===== src/sv/nvme_prp_list_builder_top_defines.svh =====
// Assertion macros used by the PRP list builder core.
`ifndef NVME_PRP_LIST_BUILDER_TOP_DEFINES_SVH
`define NVME_PRP_LIST_BUILDER_TOP_DEFINES_SVH
`ifndef ASSERT_OFF
// Checked at every rising edge outside reset.
`define NPRP_ASSERT(lbl, clk, rst_n, prop, msg) \
  lbl: assert property (@(posedge clk) disable iff (!rst_n) prop) else $error(msg);
// Checked at every rising edge, during reset too.
`define NPRP_ASSERT_NR(lbl, clk, prop, msg) \
  lbl: assert property (@(posedge clk) prop) else $error(msg);
`else
`define NPRP_ASSERT(lbl, clk, rst_n, prop, msg)
`define NPRP_ASSERT_NR(lbl, clk, prop, msg)
`endif
`endif


===== src/sv/nprp_pkg.sv =====
package nprp_pkg;

  localparam int unsigned PAGE_BYTES_DEF = 4096;
  localparam int unsigned PAGE_NUM_W     = 52;
  localparam int unsigned SIZE_W         = 32;
  localparam int unsigned ADDR_W         = 64;
  localparam int unsigned PAGES_LEFT_W   = 21;

  typedef enum logic {
    CMD_START = 1'b0,
    CMD_NEXT  = 1'b1
  } cmd_e;

  typedef enum logic [2:0] {
    KIND_PAIR  = 3'd0,
    KIND_DATA  = 3'd1,
    KIND_CHAIN = 3'd2,
    KIND_TERM  = 3'd3,
    KIND_IDLE  = 3'd4
  } kind_e;

  typedef struct packed {
    cmd_e                  cmd;
    logic [PAGE_NUM_W-1:0] base_page;
    logic [SIZE_W-1:0]     transfer_size;
  } item_t;

  typedef struct packed {
    logic [ADDR_W-1:0] first_pointer;
    logic [ADDR_W-1:0] second_pointer;
    logic [ADDR_W-1:0] slot_address;
    logic [ADDR_W-1:0] word_value;
    kind_e             kind;
    logic              last;
  } result_t;

endpackage


===== src/sv/nvme_prp_list_builder_top.sv =====
// Channel  | Direction | Handshake                 | Payload
// input    | in        | in_valid_i / in_stall_o   | cmd_i, base_page_i, transfer_size_i
// result   | out       | out_valid_o / out_stall_i | first_pointer_o .. last_o
//
// One item is taken per cycle unless the result side stalls; each item passes
// through the input register, whose output feeds the layout logic, which
// updates its state and loads the result register in the same cycle.
// Reset (rst_ni low, asynchronous) clears the layout state and both valid flags.
// A stall with a full result register holds both registers; in_stall_o rises
// only when the input register is full and cannot move on.
module nvme_prp_list_builder_top import nprp_pkg::*; #(
  parameter int unsigned PAGE_BYTES = PAGE_BYTES_DEF
) (
  input  logic                  clk_i,
  input  logic                  rst_ni,
  input  logic                  in_valid_i,
  output logic                  in_stall_o,
  input  logic                  cmd_i,
  input  logic [PAGE_NUM_W-1:0] base_page_i,
  input  logic [SIZE_W-1:0]     transfer_size_i,
  output logic                  out_valid_o,
  input  logic                  out_stall_i,
  output logic [ADDR_W-1:0]     first_pointer_o,
  output logic [ADDR_W-1:0]     second_pointer_o,
  output logic [ADDR_W-1:0]     slot_address_o,
  output logic [ADDR_W-1:0]     word_value_o,
  output logic [2:0]            kind_o,
  output logic                  last_o
);

  item_t   in_item;
  item_t   stage_item;
  logic    stage_valid;
  logic    adv;
  result_t core_res;
  result_t out_res;

  assign in_item.cmd           = cmd_e'(cmd_i);
  assign in_item.base_page     = base_page_i;
  assign in_item.transfer_size = transfer_size_i;

  nprp_in_stage u_in_stage (
    .clk_i   (clk_i),
    .rst_ni  (rst_ni),
    .valid_i (in_valid_i),
    .item_i  (in_item),
    .adv_i   (adv),
    .stall_o (in_stall_o),
    .valid_o (stage_valid),
    .item_o  (stage_item)
  );

  nprp_core #(
    .PAGE_BYTES (PAGE_BYTES)
  ) u_core (
    .clk_i    (clk_i),
    .rst_ni   (rst_ni),
    .fire_i   (stage_valid && adv),
    .item_i   (stage_item),
    .result_o (core_res)
  );

  nprp_out_stage u_out_stage (
    .clk_i    (clk_i),
    .rst_ni   (rst_ni),
    .valid_i  (stage_valid),
    .result_i (core_res),
    .stall_i  (out_stall_i),
    .adv_o    (adv),
    .valid_o  (out_valid_o),
    .result_o (out_res)
  );

  assign first_pointer_o  = out_res.first_pointer;
  assign second_pointer_o = out_res.second_pointer;
  assign slot_address_o   = out_res.slot_address;
  assign word_value_o     = out_res.word_value;
  assign kind_o           = out_res.kind;
  assign last_o           = out_res.last;

endmodule


===== src/sv/nprp_in_stage.sv =====
module nprp_in_stage import nprp_pkg::*; (
  input  logic  clk_i,
  input  logic  rst_ni,
  input  logic  valid_i,
  input  item_t item_i,
  input  logic  adv_i,
  output logic  stall_o,
  output logic  valid_o,
  output item_t item_o
);

  logic  valid_q, valid_d;
  item_t item_q;
  logic  load;

  // The register holds its item only while the result side cannot take it.
  assign stall_o = valid_q && !adv_i;
  assign load    = !stall_o;
  assign valid_d = load ? valid_i : valid_q;

  always_ff @(posedge clk_i or negedge rst_ni) begin
    if (!rst_ni) begin
      valid_q <= 1'b0;
    end else begin
      valid_q <= valid_d;
    end
  end

  always_ff @(posedge clk_i) begin
    if (load && valid_i) begin
      item_q <= item_i;
    end
  end

  assign valid_o = valid_q;
  assign item_o  = item_q;

endmodule


===== src/sv/nprp_core.sv =====
`include "nvme_prp_list_builder_top_defines.svh"
module nprp_core import nprp_pkg::*; #(
  parameter int unsigned PAGE_BYTES = PAGE_BYTES_DEF
) (
  input  logic    clk_i,
  input  logic    rst_ni,
  input  logic    fire_i,
  input  item_t   item_i,
  output result_t result_o
);

  localparam int unsigned SHIFT  = $clog2(PAGE_BYTES);
  localparam int unsigned SLOT_W = $clog2(PAGE_BYTES / 8);
  localparam int unsigned SUM_W  = SIZE_W + 1;
  localparam logic [SLOT_W-1:0] SLOT_LAST = SLOT_W'(PAGE_BYTES / 8 - 1);
  localparam logic [SUM_W-1:0]  ONE_PAGE  = SUM_W'(PAGE_BYTES);
  localparam logic [SUM_W-1:0]  TWO_PAGES = SUM_W'(2 * PAGE_BYTES);
  localparam logic [SUM_W-1:0]  ROUND_UP  = SUM_W'(PAGE_BYTES - 1);
  localparam logic [SUM_W-1:0]  PL_MAX    =
    {{(SUM_W - PAGES_LEFT_W){1'b0}}, {PAGES_LEFT_W{1'b1}}};

  function automatic logic [ADDR_W-1:0] addr_of(input logic [PAGE_NUM_W-1:0] pg);
    addr_of = {{(ADDR_W - PAGE_NUM_W){1'b0}}, pg} << SHIFT;
  endfunction

  logic                    busy_q, busy_d;
  logic [PAGES_LEFT_W-1:0] pages_left_q, pages_left_d;
  logic [SLOT_W-1:0]       slot_q, slot_d;
  logic [PAGE_NUM_W-1:0]   list_page_q, list_page_d;
  logic [PAGE_NUM_W-1:0]   next_page_q, next_page_d;

  logic [SUM_W-1:0]        size_ext;
  logic [SUM_W-1:0]        page_count;
  logic [SUM_W-1:0]        list_count;
  logic [PAGES_LEFT_W-1:0] list_count_sat;
  logic [PAGE_NUM_W-1:0]   base_next;
  logic [ADDR_W-1:0]       slot_addr;
  result_t                 res;

  assign size_ext   = {1'b0, item_i.transfer_size};
  assign page_count = (size_ext + ROUND_UP) >> SHIFT;
  // Pages beyond the first one, which the list pointer has to cover.
  assign list_count = page_count - SUM_W'(1);
  assign list_count_sat = (list_count > PL_MAX) ? {PAGES_LEFT_W{1'b1}}
                                                : list_count[PAGES_LEFT_W-1:0];
  assign base_next  = item_i.base_page + PAGE_NUM_W'(1);
  // The slot offset stays below one page, so it fills the zero low bits.
  assign slot_addr  = addr_of(list_page_q)
                    | {{(ADDR_W - SLOT_W - 3){1'b0}}, slot_q, 3'b000};

  always_comb begin
    res          = '0;
    res.kind     = KIND_IDLE;
    busy_d       = busy_q;
    pages_left_d = pages_left_q;
    slot_d       = slot_q;
    list_page_d  = list_page_q;
    next_page_d  = next_page_q;
    case (item_i.cmd)
      CMD_START: begin
        res.kind          = KIND_PAIR;
        res.first_pointer = addr_of(item_i.base_page);
        busy_d            = 1'b0;
        res.last          = 1'b1;
        if (size_ext > ONE_PAGE) begin
          res.second_pointer = addr_of(base_next);
        end
        if (size_ext > TWO_PAGES) begin
          res.last     = 1'b0;
          busy_d       = 1'b1;
          pages_left_d = list_count_sat;
          slot_d       = '0;
          list_page_d  = base_next;
          next_page_d  = item_i.base_page + PAGE_NUM_W'(2);
        end
      end
      CMD_NEXT: begin
        if (busy_q) begin
          res.slot_address = slot_addr;
          if (pages_left_q == '0) begin
            res.kind = KIND_TERM;
            res.last = 1'b1;
            busy_d   = 1'b0;
          end else if (slot_q == SLOT_LAST && pages_left_q > PAGES_LEFT_W'(1)) begin
            // A full list with pages still to come chains to a new list page.
            res.kind       = KIND_CHAIN;
            res.word_value = addr_of(next_page_q);
            list_page_d    = next_page_q;
            next_page_d    = next_page_q + PAGE_NUM_W'(1);
            slot_d         = '0;
          end else begin
            res.kind       = KIND_DATA;
            res.word_value = addr_of(next_page_q);
            next_page_d    = next_page_q + PAGE_NUM_W'(1);
            pages_left_d   = pages_left_q - PAGES_LEFT_W'(1);
            slot_d         = slot_q + SLOT_W'(1);
            // The final entry in the last slot ends the layout without a terminator.
            if (pages_left_q == PAGES_LEFT_W'(1) && slot_q == SLOT_LAST) begin
              res.last = 1'b1;
              busy_d   = 1'b0;
            end
          end
        end
      end
      default: begin
        res.kind = KIND_IDLE;
      end
    endcase
  end

  always_ff @(posedge clk_i or negedge rst_ni) begin
    if (!rst_ni) begin
      busy_q       <= 1'b0;
      pages_left_q <= '0;
      slot_q       <= '0;
      list_page_q  <= '0;
      next_page_q  <= '0;
    end else if (fire_i) begin
      busy_q       <= busy_d;
      pages_left_q <= pages_left_d;
      slot_q       <= slot_d;
      list_page_q  <= list_page_d;
      next_page_q  <= next_page_d;
    end
  end

  assign result_o = res;

  `NPRP_ASSERT(a_last_ends_layout, clk_i, rst_ni, fire_i && res.last |=> !busy_q, "layout still busy after last item")
  `NPRP_ASSERT(a_chain_moves_list, clk_i, rst_ni, fire_i && res.kind == KIND_CHAIN |=> slot_q == '0 && list_page_q == $past(next_page_q), "chain did not open a new list")
  `NPRP_ASSERT(a_data_counts_down, clk_i, rst_ni, fire_i && res.kind == KIND_DATA |=> pages_left_q == $past(pages_left_q) - PAGES_LEFT_W'(1), "data entry did not consume a page")
  `NPRP_ASSERT_NR(a_reset_idle, clk_i, !rst_ni |-> !busy_q && pages_left_q == '0, "layout state not cleared in reset")

endmodule


===== src/sv/nprp_out_stage.sv =====
module nprp_out_stage import nprp_pkg::*; (
  input  logic    clk_i,
  input  logic    rst_ni,
  input  logic    valid_i,
  input  result_t result_i,
  input  logic    stall_i,
  output logic    adv_o,
  output logic    valid_o,
  output result_t result_o
);

  logic    valid_q;
  result_t result_q;

  // An empty register, or one being taken this cycle, can load a new item.
  assign adv_o = !valid_q || !stall_i;

  always_ff @(posedge clk_i or negedge rst_ni) begin
    if (!rst_ni) begin
      valid_q <= 1'b0;
    end else if (adv_o) begin
      valid_q <= valid_i;
    end
  end

  always_ff @(posedge clk_i) begin
    if (adv_o && valid_i) begin
      result_q <= result_i;
    end
  end

  assign valid_o  = valid_q;
  assign result_o = result_q;

endmodule


===== config.mk =====
export PLATFORM = sky130hd
export DESIGN_NAME = nvme_prp_list_builder_top
export DESIGN_NICKNAME = d
export VERILOG_FILES = /design/src/sv/nprp_pkg.sv /design/src/sv/nvme_prp_list_builder_top.sv /design/src/sv/nprp_in_stage.sv /design/src/sv/nprp_core.sv /design/src/sv/nprp_out_stage.sv
export VERILOG_INCLUDE_DIRS = /design/src /design/src/sv
export SDC_FILE = /design/constraint.sdc
export NUM_CORES = 1
export LEC_CHECK = 0
export BUFFER_PORTS_ARGS = -buffer_cell sky130_fd_sc_hd__buf_2
export CORE_MARGIN = 1
export CORE_UTILIZATION = 30
export CTS_BUF_LIST = sky130_fd_sc_hd__clkbuf_4 sky130_fd_sc_hd__clkbuf_8 sky130_fd_sc_hd__clkbuf_16
export DETAILED_ROUTE_END_ITERATION = 8
export PLACE_DENSITY = 0.47
export SYNTH_ARGS = -nofsm -noshare
export SYNTH_HDL_FRONTEND = slang
export SYNTH_SLANG_ARGS = --single-unit

===== constraint.sdc =====
create_clock -name clk_i -period 10.6 [get_ports clk_i]
set_clock_uncertainty 0.2 [all_clocks]
set_input_delay 2.12 -clock clk_i [delete_from_list [all_inputs] [get_ports clk_i]]
set_output_delay 2.12 -clock clk_i [all_outputs]
set_load 0.1 [all_outputs]

==> impl_metrics.tcl <==
set metrics [dict create \
    outcome "complete, no violations" \
    synthMuxAreaShare_pct 1.34 \
    first_pass_iters 5 \
    antenna_found_initial 5 \
    post_cts_resized 0 \
    hold_viol 0 \
    synth_compound_area_share_pct 10.2 \
    seq_power_share_pct 43.0 \
    clkTransAtPathRegs_ns 0.06 \
    synth.distinct_cells 75 \
    p_leak_nw 9.94 \
    syn-instance-count 1927 \
    syn2layout_area_growth_pct 19.3 \
    grt_setup_unrepaired "no" \
    ctsHoldBuffers 0 \
    fin_crit_ns 5.15 \
    cts_sinks 443 \
    yosysSeqAreaShare_pct 59.5 \
    fmax_ghz 0.194 \
    critPathKind "input pin to primary output" \
    finalCritPeriodShare_pct 48.6 \
    switching_power_w 0.00198 \
    setup-tns-final_ns 0 \
    die-area_sq_mm 0.0718 \
    synthXorXnorAreaFrac_pct 4.95 \
    critical_path_required_ns 8.28 \
    yosys-top-cells-area "edfxtp_1 (43%), dfrtp_1 (16%), nor2_1 (3.4%)" \
    vias_per_cell 5.00 \
    synthTopCellsByCount "edfxtp_1 (306), nor2_1 (192), nand2_1 (145), dfrtp_1 (137), clkbuf_1 (99)" \
    clockBufferDepth 3 \
    nNetsFinal 2287 \
    relSlewSlack_pct 23.6 \
    root_buffer "clkbuf_16" \
    syn_avg_cell_area_sq_um 11.0 \
    drive_gt1_share_pct 21.1 \
    synth_most_common_cell "edfxtp_1" \
    setup_viol 0 \
    dp_worst_setup_slack_ns 5.10 \
    vias 15900 \
    synth_area_leader_cell "edfxtp_1" \
    grt_pass1_wl_mm 102 \
    synthArstFlopShare_pct 30.9 \
    path_max_fanout 3 \
    utilization_pct 36.1 \
    chipHeight_um 268 \
    htreeDepth 2 \
    syn_area_sq_mm 0.0212 \
    cp-start-kind "input pin" \
    num-fill-cells 7101 \
    io_pins 351 \
    grt_pass1_vias 15300 \
    die_w_um 268 \
    synth_flop_cell "edfxtp_1" \
    combPwrFrac_pct 22.8 \
    numCtsBuffers 53 \
    hold_class "register to register" \
    grt_start_max_net_pins 171 \
    io_buffers 311 \
    rows 97 \
    yosysWarningCount 0 \
    tritoncts "done" \
    post_cts_buffers 0 \
    ys_ff_latch 443 \
    dp_hpwl_mm 51.0 \
    synthSimpleGateAreaFrac_pct 19.4 \
    arrival_ns 2.83 \
    synth_top_family_by_area "simple AND/OR/NAND/NOR gates" \
    core_sq_mm 0.0700 \
    insertion_delay_ns 0.62 \
    drc_errors 0 \
    clock_power_share_pct 34.2 \
    routedWlPerCell_um 22.0 \
    powerDensity_mw_per_mm2 217 \
    worst_slack_ns 5.45 \
    synth.top_cell.area_share_pct 43.3 \
    swShare_pct 36.0 \
    gp_routability_congestion 0.870 \
    drv_cap 0 \
    wl_mm 70.1 \
    overflow 0 \
    end_kind "primary output" \
    peakVddDrop_mv 0.154 \
    initial_utilization_pct 30.3 \
    synth-edff-count 306 \
    drtAntennaViolNets 0 \
    tightest_slew_ns 1.14 \
    p_int_w 0.00351 \
    slew_violations 0 \
    drt_iter0_drc 1458 \
    synth_fa_ha_area_share_pct 0.472 \
    grt_usage_pct 19.2 \
]
## cells in the final DEF (no fill, tap or decap), types with 22 or more instances in the layout
| master | netlist | layout |
|---|---|---|
| buf_2 | 14 | 310 |
| edfxtp_1 | 306 | 306 |
| nor2_1 | 192 | 192 |
| nand2_1 | 145 | 145 |
| dfrtp_1 | 137 | 137 |
| and3_1 | 93 | 93 |
| o21ai_0 | 91 | 91 |
| a21oi_1 | 80 | 80 |
| nand3_1 | 79 | 79 |
| xnor2_1 | 61 | 61 |
| xor2_1 | 59 | 59 |
| and2_1 | 60 | 59 |
| nand4_1 | 53 | 53 |
| clkbuf_16 | 0 | 53 |
| nor2b_1 | 49 | 49 |
| nor3_1 | 46 | 46 |
| conb_1 | 1 | 39 |
| o22ai_1 | 36 | 36 |
| nor4_1 | 27 | 27 |
| a21o_1 | 26 | 26 |
| a211oi_1 | 23 | 23 |
| buf_4 | 42 | 22 |
## layout make-up
| cell class | count | area (sq um) | share of cell area [%] |
|---|---|---|---|
| Antenna cell | 4 | 10.0 | 0.0395 |
| Clock buffer | 69 | 1470 | 5.79 |
| Clock inverter | 30 | 330 | 1.30 |
| Inverter | 22 | 90.1 | 0.356 |
| Multi-Input combinational cell | 1336 | 7880 | 31.1 |
| Sequential cell | 443 | 12600 | 49.8 |
| Tap cell | 940 | 1180 | 4.65 |
| Timing Repair Buffer | 334 | 1750 | 6.91 |
## through the flow
| stage | power [W] | hold slack, ns | instance area, sq um | std cells |
|---|---|---|---|---|
| floorplan | 0.00334 | 0.241 | 21400 | 1965 |
| global route | 0.00571 | 0.285 | 25300 | 3176 |
| detailed placement | 0.00365 | 0.263 | 23500 | 3075 |
| CTS | 0.00554 | 0.276 | 25300 | 3174 |
| global placement | 0.00363 | 0.254 | 23500 | 3075 |
| finish | 0.00549 | 0.272 | 25300 | 3178 |
## path summary, 6_finish.rpt
| check | slack (ns) | startpoint | depth (start not counted) | end |
|---|---|---|---|---|
| max reg2reg | 6.24 | u_in_stage.item_o[0]$_DFFE_PP_ | 12 | u_core.pages_left_q[12]$_DFFE_PN0P_ |
| max in group asynchronous | 7.45 | rst_ni | 2 | u_core.next_page_q[16]$_DFFE_PN0P_ |
| min in group asynchronous | 1.38 | rst_ni | 1 | u_core.slot_q[8]$_DFFE_PN0P_ |
| min | 0.27 | u_core.list_page_q[19]$_DFFE_PN0P_ | 2 | u_core.list_page_q[19]$_DFFE_PN0P_ |
| max | 5.45 | out_stall_i | 4 | in_stall_o |
| min reg2reg | 0.27 | u_core.list_page_q[19]$_DFFE_PN0P_ | 2 | u_core.list_page_q[19]$_DFFE_PN0P_ |
## worst max-delay path, cell delays in order
cell and delay [ns]:
buf_2 0.12, nand3_1 0.11, inv_1 0.07, buf_2 0.41
## per-layer routing
layer  global-route usage [%]  vias up  share of wire (%)
met5                        0        -              0.054
li1                         -     7491                  -
met2                     27.3      548                 42
met3                     4.48       96                7.0
met4                     6.15        6                2.9
met1                     28.6     7743                 48
## kinds of logic (layout without fill, tap and decap cells)
kind of cell,Yosys count,in the layout
muxes,26,26
adders and majority gates,8,8
DFF,443,443
buffers and inverters,186,455
other,1,43
AOI/OAI and AO/OA,337,337
xor gates and xnor gates,120,120
and+or+nand+nor,806,806
## registers in the layout, indices dropped and copies added, names as in the netlist
signal                cells
u_in_stage.item_o        85
u_core.list_page_q       52
u_core.next_page_q       52
u_in_stage.valid_o        1
u_out_stage.result_o    221
u_core.slot_q             9
u_core.pages_left_q      21
u_out_stage.valid_o       1
u_core.busy_q             1
## power groups by stage
stage	clock network (W)	logic [W]	registers (W)
global placement	0	0.00124	0.00239
global route	0.00199	0.00133	0.00240
floorplan	0	0.000486	0.00286
finish	0.00188	0.00125	0.00236
detailed placement	0	0.00125	0.00239
CTS	0.00192	0.00126	0.00236
Note: power is estimated with default switching activity, not from simulation.
